### src/hw/rtl/ctc_pkg.sv
package ctc_pkg;

	// Bit positions within a channel control word.
	localparam int unsigned CW_IE         = 7;
	localparam int unsigned CW_COUNTER    = 6;
	localparam int unsigned CW_PRE256     = 5;
	localparam int unsigned CW_TC_FOLLOWS = 2;
	localparam int unsigned CW_RESET      = 1;
	localparam int unsigned CW_CONTROL    = 0;

	localparam logic [7:0] CW_RESET_VAL = 8'h23;
	localparam logic [7:0] CW_TC_CLEAR  = 8'h06;
	localparam logic [7:0] VEC_MASK     = 8'hF8;

	// Down counter width: 256 * 256 ticks must fit.
	localparam int unsigned CNT_W = 17;

	typedef enum logic [2:0] {
		FUNC_WRITE = 3'd0,
		FUNC_READ  = 3'd1,
		FUNC_TICK  = 3'd2,
		FUNC_PULSE = 3'd3,
		FUNC_ACK   = 3'd4,
		FUNC_RETI  = 3'd5
	} func_t;

	typedef struct packed {
		logic       tick;
		logic       pulse;
		logic       wr;
		logic       rd;
		logic [7:0] data;
	} chan_cmd_t;

	typedef struct packed {
		logic expired;
		logic ie;
		logic vec_wr;
	} chan_stat_t;

endpackage

### src/hw/rtl/ctc_channel.sv
module ctc_channel (
	input  logic               clk,
	input  logic               arst_n,
	input  ctc_pkg::chan_cmd_t cmd,
	output ctc_pkg::chan_stat_t stat,
	output logic [7:0]         rd_data
);
	import ctc_pkg::*;

	logic [7:0]       cw_q;
	logic [CNT_W-1:0] tc_q;
	logic [CNT_W-1:0] dc_q;
	logic [CNT_W-1:0] dec;
	logic [CNT_W-1:0] tc_new;
	logic [8:0]       n;
	logic             running;
	logic             count_en;
	logic             hit;

	assign running  = !cw_q[CW_RESET] && (tc_q != '0);
	assign count_en = running && ((cmd.tick && !cw_q[CW_COUNTER]) ||
		(cmd.pulse && cw_q[CW_COUNTER]));
	assign dec = dc_q - CNT_W'(1);
	assign hit = (dec == '0);

	// A time constant byte of zero stands for 256.
	assign n = (cmd.data == 8'd0) ? 9'd256 : {1'b0, cmd.data};

	always_comb begin
		if (cw_q[CW_COUNTER]) begin
			tc_new = {8'b0, n};
		end else if (cw_q[CW_PRE256]) begin
			tc_new = {n, 8'b0};
		end else begin
			tc_new = {4'b0, n, 4'b0};
		end
	end

	always_ff @(posedge clk or negedge arst_n) begin
		if (!arst_n) begin
			cw_q <= CW_RESET_VAL;
			tc_q <= '0;
			dc_q <= '0;
		end else if (cmd.wr) begin
			if (cw_q[CW_TC_FOLLOWS]) begin
				cw_q <= cw_q & ~CW_TC_CLEAR;
				tc_q <= tc_new;
				dc_q <= tc_new;
			end else if (cmd.data[CW_CONTROL]) begin
				if (cmd.data[CW_RESET]) begin
					dc_q <= tc_q;
				end
				cw_q <= cmd.data;
			end
		end else if (count_en) begin
			dc_q <= hit ? tc_q : dec;
		end
	end

	assign stat.expired = count_en && hit;
	assign stat.ie      = cw_q[CW_IE];
	assign stat.vec_wr  = cmd.wr && !cw_q[CW_TC_FOLLOWS] && !cmd.data[CW_CONTROL];

	// Timer reads show the count in prescaler units.
	always_comb begin
		if (!cmd.rd || tc_q == '0) begin
			rd_data = 8'd0;
		end else if (cw_q[CW_COUNTER]) begin
			rd_data = dc_q[7:0];
		end else if (cw_q[CW_PRE256]) begin
			rd_data = dc_q[15:8];
		end else begin
			rd_data = dc_q[11:4];
		end
	end

endmodule

### src/hw/rtl/ctc_irq.sv
module ctc_irq #(
	parameter int unsigned NUM_CHANNELS = 4
) (
	input  logic                    clk,
	input  logic                    arst_n,
	input  logic                    en,
	input  ctc_pkg::func_t          func,
	input  logic [NUM_CHANNELS-1:0] exp,
	input  logic [NUM_CHANNELS-1:0] ie,
	input  logic                    vec_wr,
	input  logic [7:0]              vec_data,
	output logic [NUM_CHANNELS-1:0] pend_nxt,
	output logic [NUM_CHANNELS-1:0] act_nxt,
	output logic [7:0]              ack_vec
);
	import ctc_pkg::*;

	logic [NUM_CHANNELS-1:0] pend_q;
	logic [NUM_CHANNELS-1:0] act_q;
	logic [7:0]              vec_base_q;
	logic                    ack_hit;
	logic                    done;
	logic                    done_p;

	always_comb begin
		pend_nxt = pend_q;
		act_nxt  = act_q;
		ack_vec  = 8'd0;
		ack_hit  = 1'b0;
		done     = 1'b0;
		done_p   = 1'b0;
		unique case (func)
			FUNC_TICK, FUNC_PULSE: begin
				for (int c = 0; c < NUM_CHANNELS; c++) begin
					if (exp[c]) begin
						pend_nxt[c] = ie[c];
					end
				end
			end
			FUNC_ACK: begin
				// Daisy chain: any active channel of equal or higher priority (lower number) blocks it.
				for (int c = 0; c < NUM_CHANNELS; c++) begin
					if (!done) begin
						if (act_q[c]) begin
							done = 1'b1;
						end else if (pend_q[c]) begin
							done        = 1'b1;
							ack_hit     = 1'b1;
							pend_nxt[c] = 1'b0;
							act_nxt[c]  = 1'b1;
							ack_vec     = vec_base_q | {5'b0, 2'(c), 1'b0};
						end
					end
				end
			end
			FUNC_RETI: begin
				if (|act_q) begin
					for (int c = 0; c < NUM_CHANNELS; c++) begin
						if (!done && act_q[c]) begin
							done       = 1'b1;
							act_nxt[c] = 1'b0;
						end
					end
					// The first pending channel is dropped if its enable was withdrawn.
					for (int c = 0; c < NUM_CHANNELS; c++) begin
						if (!done_p && pend_q[c]) begin
							done_p      = 1'b1;
							pend_nxt[c] = ie[c];
						end
					end
				end
			end
			default: begin
			end
		endcase
	end

	always_ff @(posedge clk or negedge arst_n) begin
		if (!arst_n) begin
			pend_q     <= '0;
			act_q      <= '0;
			vec_base_q <= 8'd0;
		end else if (en) begin
			pend_q <= pend_nxt;
			act_q  <= act_nxt;
			if (vec_wr) begin
				vec_base_q <= vec_data & VEC_MASK;
			end
		end
	end

	a_ack_adds_one: assert property (@(posedge clk) disable iff (!arst_n)
		en && func == FUNC_ACK && ack_hit |=>
		$countones(act_q) == $countones($past(act_q)) + 1)
		else $error("acknowledge did not add exactly one active channel");

	a_reti_drops_one: assert property (@(posedge clk) disable iff (!arst_n)
		en && func == FUNC_RETI && (|act_q) |=>
		$countones(act_q) + 1 == $countones($past(act_q)))
		else $error("return from interrupt did not end exactly one service");

	a_count_keeps_active: assert property (@(posedge clk) disable iff (!arst_n)
		en && (func == FUNC_TICK || func == FUNC_PULSE) |=> act_q == $past(act_q))
		else $error("counting changed the active set");

	a_idle_holds: assert property (@(posedge clk) disable iff (!arst_n)
		!en |=> pend_q == $past(pend_q) && act_q == $past(act_q))
		else $error("interrupt state changed without a beat");

endmodule

### src/hw/rtl/counter_timer_channels_core.sv
// Four-channel counter/timer in the style of the classic CTC.
// Input channel (in_valid/in_ready) carries one operation per beat: func selects
// write, read, clock tick, trigger pulse, interrupt acknowledge or return from
// interrupt; channel and write_data qualify it. Output channel
// (out_valid/out_ready) returns exactly one beat per input beat, in order:
// read_data (count on read, vector on acknowledge, else zero) and the pending,
// active and expired channel masks as they stand after the operation.
// An accepted beat is held in the input register, where the channel and
// interrupt logic update the state and load the result register once the
// result register is free or its beat is being taken.
// Throughput is one operation per cycle while the receiver keeps up; the state
// update in the per-channel counters and the interrupt priority logic sets that figure.
// When the receiver stalls, the result register holds and one further operation
// is taken into the input register; in_ready then drops until out_ready returns.
// Reset (arst_n low) sets every control word to 0x23, clears time constants,
// counts, interrupt state and vector base, and empties both registers.
module counter_timer_channels_core #(
	parameter int unsigned NUM_CHANNELS = 4
) (
	input  logic       clk,
	input  logic       arst_n,
	input  logic       in_valid,
	output logic       in_ready,
	input  logic [2:0] func,
	input  logic [1:0] channel,
	input  logic [7:0] write_data,
	output logic       out_valid,
	input  logic       out_ready,
	output logic [7:0] read_data,
	output logic [3:0] pending_mask,
	output logic [3:0] active_mask,
	output logic [3:0] expired_mask
);
	import ctc_pkg::*;

	logic        valid_s1;
	func_t       func_s1;
	logic [1:0]  channel_s1;
	logic [7:0]  data_s1;
	logic        adv;
	logic        out_valid_q;
	logic [7:0]  read_data_q;
	logic [3:0]  pending_q;
	logic [3:0]  active_q;
	logic [3:0]  expired_q;

	chan_cmd_t               cmd   [NUM_CHANNELS];
	chan_stat_t              stat  [NUM_CHANNELS];
	logic [7:0]              rd_ch [NUM_CHANNELS];
	logic [7:0]              rd_or;
	logic [7:0]              ack_vec;
	logic [7:0]              rd_nxt;
	logic [NUM_CHANNELS-1:0] exp_vec;
	logic [NUM_CHANNELS-1:0] ie_vec;
	logic [NUM_CHANNELS-1:0] pend_nxt;
	logic [NUM_CHANNELS-1:0] act_nxt;

	// The held operation moves on whenever the result register is free or being taken.
	assign adv      = valid_s1 && (!out_valid_q || out_ready);
	assign in_ready = !valid_s1 || adv;

	always_ff @(posedge clk or negedge arst_n) begin
		if (!arst_n) begin
			valid_s1 <= 1'b0;
		end else if (in_ready) begin
			valid_s1 <= in_valid;
		end
	end

	always_ff @(posedge clk) begin
		if (in_ready && in_valid) begin
			func_s1    <= func_t'(func);
			channel_s1 <= channel;
			data_s1    <= write_data;
		end
	end

	for (genvar g = 0; g < NUM_CHANNELS; g++) begin : g_chan
		logic sel;

		assign sel = (channel_s1 == 2'(g));
		assign cmd[g].tick  = adv && func_s1 == FUNC_TICK;
		assign cmd[g].pulse = adv && sel && func_s1 == FUNC_PULSE;
		assign cmd[g].wr    = adv && sel && func_s1 == FUNC_WRITE;
		assign cmd[g].rd    = sel && func_s1 == FUNC_READ;
		assign cmd[g].data  = data_s1;

		ctc_channel u_chan (
			.clk     (clk),
			.arst_n  (arst_n),
			.cmd     (cmd[g]),
			.stat    (stat[g]),
			.rd_data (rd_ch[g])
		);

		assign exp_vec[g] = stat[g].expired;
		assign ie_vec[g]  = stat[g].ie;
	end

	always_comb begin
		rd_or = 8'd0;
		for (int c = 0; c < NUM_CHANNELS; c++) begin
			rd_or = rd_or | rd_ch[c];
		end
	end

	ctc_irq #(
		.NUM_CHANNELS (NUM_CHANNELS)
	) u_irq (
		.clk      (clk),
		.arst_n   (arst_n),
		.en       (adv),
		.func     (func_s1),
		.exp      (exp_vec),
		.ie       (ie_vec),
		.vec_wr   (stat[0].vec_wr),
		.vec_data (data_s1),
		.pend_nxt (pend_nxt),
		.act_nxt  (act_nxt),
		.ack_vec  (ack_vec)
	);

	always_comb begin
		unique case (func_s1)
			FUNC_READ: rd_nxt = rd_or;
			FUNC_ACK:  rd_nxt = ack_vec;
			default:   rd_nxt = 8'd0;
		endcase
	end

	always_ff @(posedge clk or negedge arst_n) begin
		if (!arst_n) begin
			out_valid_q <= 1'b0;
		end else if (adv) begin
			out_valid_q <= 1'b1;
		end else if (out_ready) begin
			out_valid_q <= 1'b0;
		end
	end

	always_ff @(posedge clk) begin
		if (adv) begin
			read_data_q <= rd_nxt;
			pending_q   <= 4'(pend_nxt);
			active_q    <= 4'(act_nxt);
			expired_q   <= 4'(exp_vec);
		end
	end

	assign out_valid    = out_valid_q;
	assign read_data    = read_data_q;
	assign pending_mask = pending_q;
	assign active_mask  = active_q;
	assign expired_mask = expired_q;

endmodule
### config.mk
export PLATFORM = sky130hd
export DESIGN_NAME = counter_timer_channels_core
export DESIGN_NICKNAME = d
export VERILOG_FILES = /design/src/hw/rtl/ctc_pkg.sv /design/src/hw/rtl/ctc_channel.sv /design/src/hw/rtl/ctc_irq.sv /design/src/hw/rtl/counter_timer_channels_core.sv
export SDC_FILE = /design/constraint.sdc
export NUM_CORES = 1
export LEC_CHECK = 0
export BUFFER_PORTS_ARGS = -buffer_cell sky130_fd_sc_hd__buf_2
export CORE_MARGIN = 5
export CORE_UTILIZATION = 56
export CTS_CLUSTER_SIZE = 8
export DETAILED_ROUTE_END_ITERATION = 8
export PLACE_DENSITY = 0.73
export SYNTH_ARGS = -nofsm -noshare
export SYNTH_HDL_FRONTEND = slang
export SYNTH_SLANG_ARGS = --single-unit
### constraint.sdc
create_clock -name clk -period 6 [get_ports clk]
set_clock_uncertainty 0.1 [all_clocks]
set_input_delay 0.6 -clock clk [delete_from_list [all_inputs] [get_ports clk]]
set_output_delay 0.6 -clock clk [all_outputs]
set_load 0.03 [all_outputs]
======== Yosys cells after proc, flatten, opt, wreduce, memory -nomap -nowiden ========
Index checks and enable logic that the tools add are counted.
storage, ports and cells
  register bits after elaboration ......... 212
  input bits .............................. 17
  output and inout port bits .............. 22
  word-level logic and storage cells ...... 303
cells by class
  $add $sub $neg .......................... 4
  equality and inequality tests ........... 16
  muxes and demuxes ....................... 122
  bitwise logic cells ..................... 7
  reduce and logical (&&, ||, !) cells .... 122
operator list
  cell                   count
  $mux 17                32
  $mux 8                 23
  $logic_not 17->1       8
  $reduce_bool 17->1     4
  $sub 17x1->17 const B  4
  $mux 1                 53
  $logic_and 1x1->1      47
  $mux 3                 8
  $or 8x8->8             3
  $reduce_and 3->1       8
  $logic_not 1->1        22
  $ne 3x2->1 const B     6
  $reduce_and 2->1       9
  $reduce_bool 2->1      9
  $pmux 8 s2             1
  $pmux 4 s3             1
  $logic_or 1x1->1       10
  $mux 9                 1
  $logic_not 8->1        1
  $mux 4                 2
  $pmux 4 s2             1
  $eq 3x2->1 const B     2
  $eq 3x3->1 const B     2
  $ne 3x3->1 const B     2
  other kinds (8)        12

======== Logic depth before layout (Yosys ltp) ========
  depth after elaboration ................. 18
  mapped depth ............................ 11
  depth with buffers taken out ............ 9

======== Cells and area by module ========
Synthesis repeated with hierarchy kept, for this count alone.
unflattened totals
  cell total of the unflattened synthesis .. 1714
  area, all modules ....................... 14481.4 um^2
by module, submodules not included
  module                              times used  cells an instance  area each (um^2)  sequential area each (um^2)
  ctc_channel (g_chan[1].u_chan ...)  3           374                3017.9            978.4
  ctc_channel (g_chan[0].u_chan)      1           384                3049.2            978.4
  counter_timer_channels_core         1           92                 1403.8            1041.0
  ctc_irq                             1           116                974.7             325.3

======== Worst setup path before layout ========
OpenSTA, ideal clock, no wires.
  path type ............................... reg-to-reg
  from .................................... register g_chan[3].u_chan.dc_q[0]
  to ...................................... register pending_q[3] (netlist: pending_mask[3]), data pin
  library setup time ...................... 0.257 ns
  arrival ................................. 3.033 ns
  data required time ...................... 5.643 ns
  slack ................................... 2.610 ns
  stages on the path, launching flop included .. 11
  buffers on the path ..................... 1
  period minus slack after synthesis ...... 3.390 ns
  cells stage by stage .................... dfrtp_1 -> inv_1 -> ha_1 -> or4b_1 -> buf_2 -> or4_4 -> a211oi_2 -> nand4_2 -> or4b_4 -> mux2i_1 -> o21ai_1
between the ends
  word-level cells in the longest chain between the ends .. 5
ends and longest elaborated chain
  what                    line                                text
  from (decl)             ctc_channel.sv:12                   logic [CNT_W-1:0] dc_q;
  from (signal assigned)  ctc_channel.sv:48                   dc_q <= tc_new;
  from (signal assigned)  ctc_channel.sv:51                   dc_q <= tc_q;
  from (signal assigned)  ctc_channel.sv:56                   dc_q <= hit ? tc_q : dec;
  $sub 17x1->17           ctc_channel.sv:23                   assign dec = dc_q - CNT_W'(1);
  $logic_not 17->1        ctc_channel.sv:24                   assign hit = (dec == '0);
  $logic_and 1x1->1       ctc_channel.sv:60                   assign stat.expired = count_en && hit;
  $mux 1                  ctc_irq.sv:35                       if (exp[c]) begin
  $pmux 4 s3              ctc_irq.sv:32                       unique case (func)
  net pend_nxt[3]         counter_timer_channels_core.sv:55   logic [NUM_CHANNELS-1:0] pend_nxt;
  to (signal assigned)    counter_timer_channels_core.sv:144  pending_q <= 4'(pend_nxt);
  to (decl)               counter_timer_channels_core.sv:43   logic [3:0] pending_q;
The timed path passes the listed nets, and every way through them passes these cells.
A chain may end at the register's enable or synchronous reset.

======== Worst setup path in the final report ========
  from .................................... register g_chan[1].u_chan.dc_q[0]
  to ...................................... register g_chan[1].u_chan.dc_q[16]
between the ends
  word-level cells in the longest chain between the ends .. 5
ends and longest elaborated chain
  what                    line               text
  from (decl)             ctc_channel.sv:12
  from (signal assigned)  ctc_channel.sv:48
  from (signal assigned)  ctc_channel.sv:51
  from (signal assigned)  ctc_channel.sv:56
  $sub 17x1->17 *         ctc_channel.sv:23
  $logic_not 17->1        ctc_channel.sv:24
  $mux 17 *               ctc_channel.sv:56
  $mux 17 *               ctc_channel.sv:55  end else if (count_en) begin
  $mux 17 *               ctc_channel.sv:44  end else if (cmd.wr) begin
Mark *: on every way between the ends. The rest lies on a longest branch, timed or not. The select of a mux whose other input is x is not followed.

==> flow_summary.yaml <==
min_path:
  min_path_type: "primary input to flip-flop"
  hp-start: "write_data[1]"
  holdPathEnd: "data_s1[1]$_DFFE_PP_"
  hold_depth: 1
final_layout:
  fillers: 2064
  final_cell_count_no_fill: 1888
  mostFrequentLayoutCells: "194 x nand2_1, 163 x dfrtp_1, 143 x nor2_1"
  drive_gt1_share_pct: 10.4
  design_area_um2: 14400
  final_common_cell: "nand2_1"
  multi_input_area_um2: 7350
  n_antenna_cell: 0
  area_growth_pct: 8.18
  final-seq-area_um2: 5280
  nNetsFinal: 1572
synth:
  ys_seq_area_share_pct: 39.7
  synth_ff_type: "dfrtp_1"
  ys_async_sr_fraction_pct: 83.8
  synth_nets: 1621
  synth_top_area_cell: "dfrtp_1"
  syn_avg_cell_area_um2: 8.33
  synth_edf_count: 33
  yosysWarnings: 0
  synth_top_area_share_pct: 30.7
  syn_inst: 1596
  syn-cell-area_um2: 13300
  synth_area_leaders: "dfrtp_1 31%, edfxtp_1 7.4%, nand2_1 5.5%"
  ys_seq_elements: 204
  synthDistinctLibCells: 81
drt:
  wirelength_um: 42000
  drt-vias-per-instance: 6.65
  drt-pass1-iter-count: 5
  vias: 12600
  drtAntennaViolNets: 0
  drt_iter0_markers: 1574
  drc_errors: 0
  wl_per_cell_um: 22.2
critical_path:
  critPathMaxFanout: 9
  r2r_cells: 9
  start_kind: "flip-flop"
  path_class: "flip-flop to flip-flop"
  critPathArrivalTime_ns: 4.18
  r2r-start: "g_chan[1].u_chan.dc_q[0]$_DFFE_PN0P_"
  worstPathRequired_ns: 6.36
  rr_endpoint: "g_chan[1].u_chan.dc_q[16]$_DFFE_PN0P_"
  r2r_slack_ns: 2.18
  crit_path_end_kind: "flip-flop"
global_route:
  grt_pass1_wl_um: 67300
  antenna_found_initial: 0
  overflow: 0
  grt_max_degree: 67
  grt.total_usage_pct: 31.3
  grt_pass1_vias: 11800
cts:
  clock-sinks: 204
  tritoncts: "done"
  clk_pin_slew_worst_paths_ns: 0.05
  root_buffer: "clkbuf_16"
  htree_levels: 1
  clock_path_buffers: 3
  cts_buffers: 29
  clock_latency_ns: 0.56
  postCtsSetupBuffers: 0
placement:
  pre_cts_ws_ns: 2.07
  portBuffers: 38
  gp_congestion: 0.961
  dpl_cell_area_um2: 13500
  place_inst: 1834
  dpl.hpwl_um: 28300
sta:
  fin_crit_ns: 3.82
  worst_slew_pin_slew_ns: 1.24
  final.setup.worst_slack_ns: 2.18
  tns_ns: 0
  period_share_pct: 63.7
  slew_violations: 0
  slew-limit-headroom_pct: 17.0
  finalSetupViolCount: 0
  whs_ns: 0.121
  timing.fmax_mhz: 262
  hold_viol_final: 0
  rsz0062_at_grt: "false"
floorplanning:
  io_pins: 39
  core_region_area_um2: 23400
  die_h_um: 164
  dieArea_um2: 26900
  fp.dieW_um: 164
  fp-row-count: 56
  start_util_pct: 56.8
power:
  p_leak_nw: 5.75
  power_density_nw_per_um2: 365
  ir_worst_vdd_mv: 0.246
outcome:
  status: "finished, final reports clean"
job:
  cap_violations: 0
==> synth_stat cells (33+ instances only) <==
cell type and instances:
clkbuf_1 133, o21ai_0 127, a21oi_1 112, mux2i_1 57, nand3_1 47, nor3_1 50, edfxtp_1 33, nor2_1 143
nor4_1 37, nand2_1 194, inv_1 33, dfrtp_1 163
==> cell families after synthesis <==
family / count (synthesis) / share of synthesized area [%]
AO/OA/AOI/OAI: 452 / 21.7
flip-flops: 204 / 39.7
AND/OR/NAND/NOR: 639 / 24.1
buffers and inverters: 178 / 5.11
multiplexers: 87 / 6.83
XOR/XNOR: 28 / 1.84
adder cells (fa/ha/maj): 8 / 0.753
==> worst max path at each step <==
stage | from | end | cells after the start | slack (ns)
4_1_cts | func_s1[0]$_DFFE_PP_ | g_chan[3].u_chan.tc_q[9]$_DFFE_PN0P_ | 4 | 2.24
3_5_place_dp | out_ready | g_chan[3].u_chan.tc_q[9]$_DFFE_PN0P_ | 6 | 2.07
2_1_floorplan | g_chan[3].u_chan.dc_q[0]$_DFFE_PN0P_ | pending_mask[3]$_DFFE_PP_ | 10 | 2.61
6_report | g_chan[1].u_chan.dc_q[0]$_DFFE_PN0P_ | g_chan[1].u_chan.dc_q[16]$_DFFE_PN0P_ | 9 | 2.18
5_1_grt | g_chan[1].u_chan.dc_q[0]$_DFFE_PN0P_ | g_chan[1].u_chan.dc_q[16]$_DFFE_PN0P_ | 9 | 1.86
3_3_place_gp | out_ready | g_chan[3].u_chan.tc_q[9]$_DFFE_PN0P_ | 6 | 2.26
==> sequential cells by signal, summed over array words and instances, names as in the netlist <==
| signal | cells |
|---|---|
| active_mask | 4 |
| channel_s1 | 2 |
| data_s1 | 8 |
| expired_mask | 4 |
| func_s1 | 3 |
| g_chan.u_chan.cw_q | 20 |
| g_chan.u_chan.dc_q | 68 |
| g_chan.u_chan.tc_q | 68 |
| out_valid | 1 |
| pending_mask | 4 |
| read_data | 8 |
| u_irq.act_q | 4 |
| u_irq.pend_q | 4 |
| u_irq.vec_base_q | 5 |
| valid_s1 | 1 |
==> per-layer routing <==
| layer | vias up | part of all wire, % | global-route usage (%) |
|---|---|---|---|
| met5 | - | 0 | 0 |
| met4 | 0 | 4.6 | 13.3 |
| met3 | 130 | 7.2 | 3.81 |
| met2 | 595 | 46 | 49.6 |
| met1 | 6053 | 42 | 43.6 |
| li1 | 5778 | - | - |
==> power breakdown <==
part | leakage (nW) | switching [W] | internal, W
Clock | 0.395 | 0.000621 | 0.000910
Sequential | 2.53 | 0.000458 | 0.00162
Combinational | 2.83 | 0.000979 | 0.000655
==> worst max-delay path, cell delays in order, from the launching register on <==
cell and delay [ns]:
dfrtp_1 0.50, inv_1 0.13, ha_1 0.34, nor4b_1 0.69, nand4_1 0.20, xor2_1 0.48
nand4_1 0.40, o31ai_2 0.53, a21oi_1 0.18, a21oi_1 0.17
==> through the flow <==
step | total power (W) | util (%)
final | 0.00525 | 61.5
after global routing | 0.00554 | 61.5
after CTS | 0.00522 | 61.5
after detailed placement | 0.00368 | 57.9
after global placement | 0.00366 | 57.9
after floorplan | 0.00323 | -
==> final cells by class <==
class	instances	area share (%)
Sequential cell	204	36.7
Multi-Input combinational cell	1214	51.1
Inverter	33	0.861
Tap cell	319	2.77
Clock inverter	1	0.0609
Timing Repair Buffer	65	2.79
Clock buffer	52	5.71
==> repair_timing <==
item                                   in CTS  in global routing
endpoints found under the hold margin      62                  0
hold buffers                                1                  0
gates resized for setup                     0                  0
No activity file was read; power rests on OpenSTA's default activity.
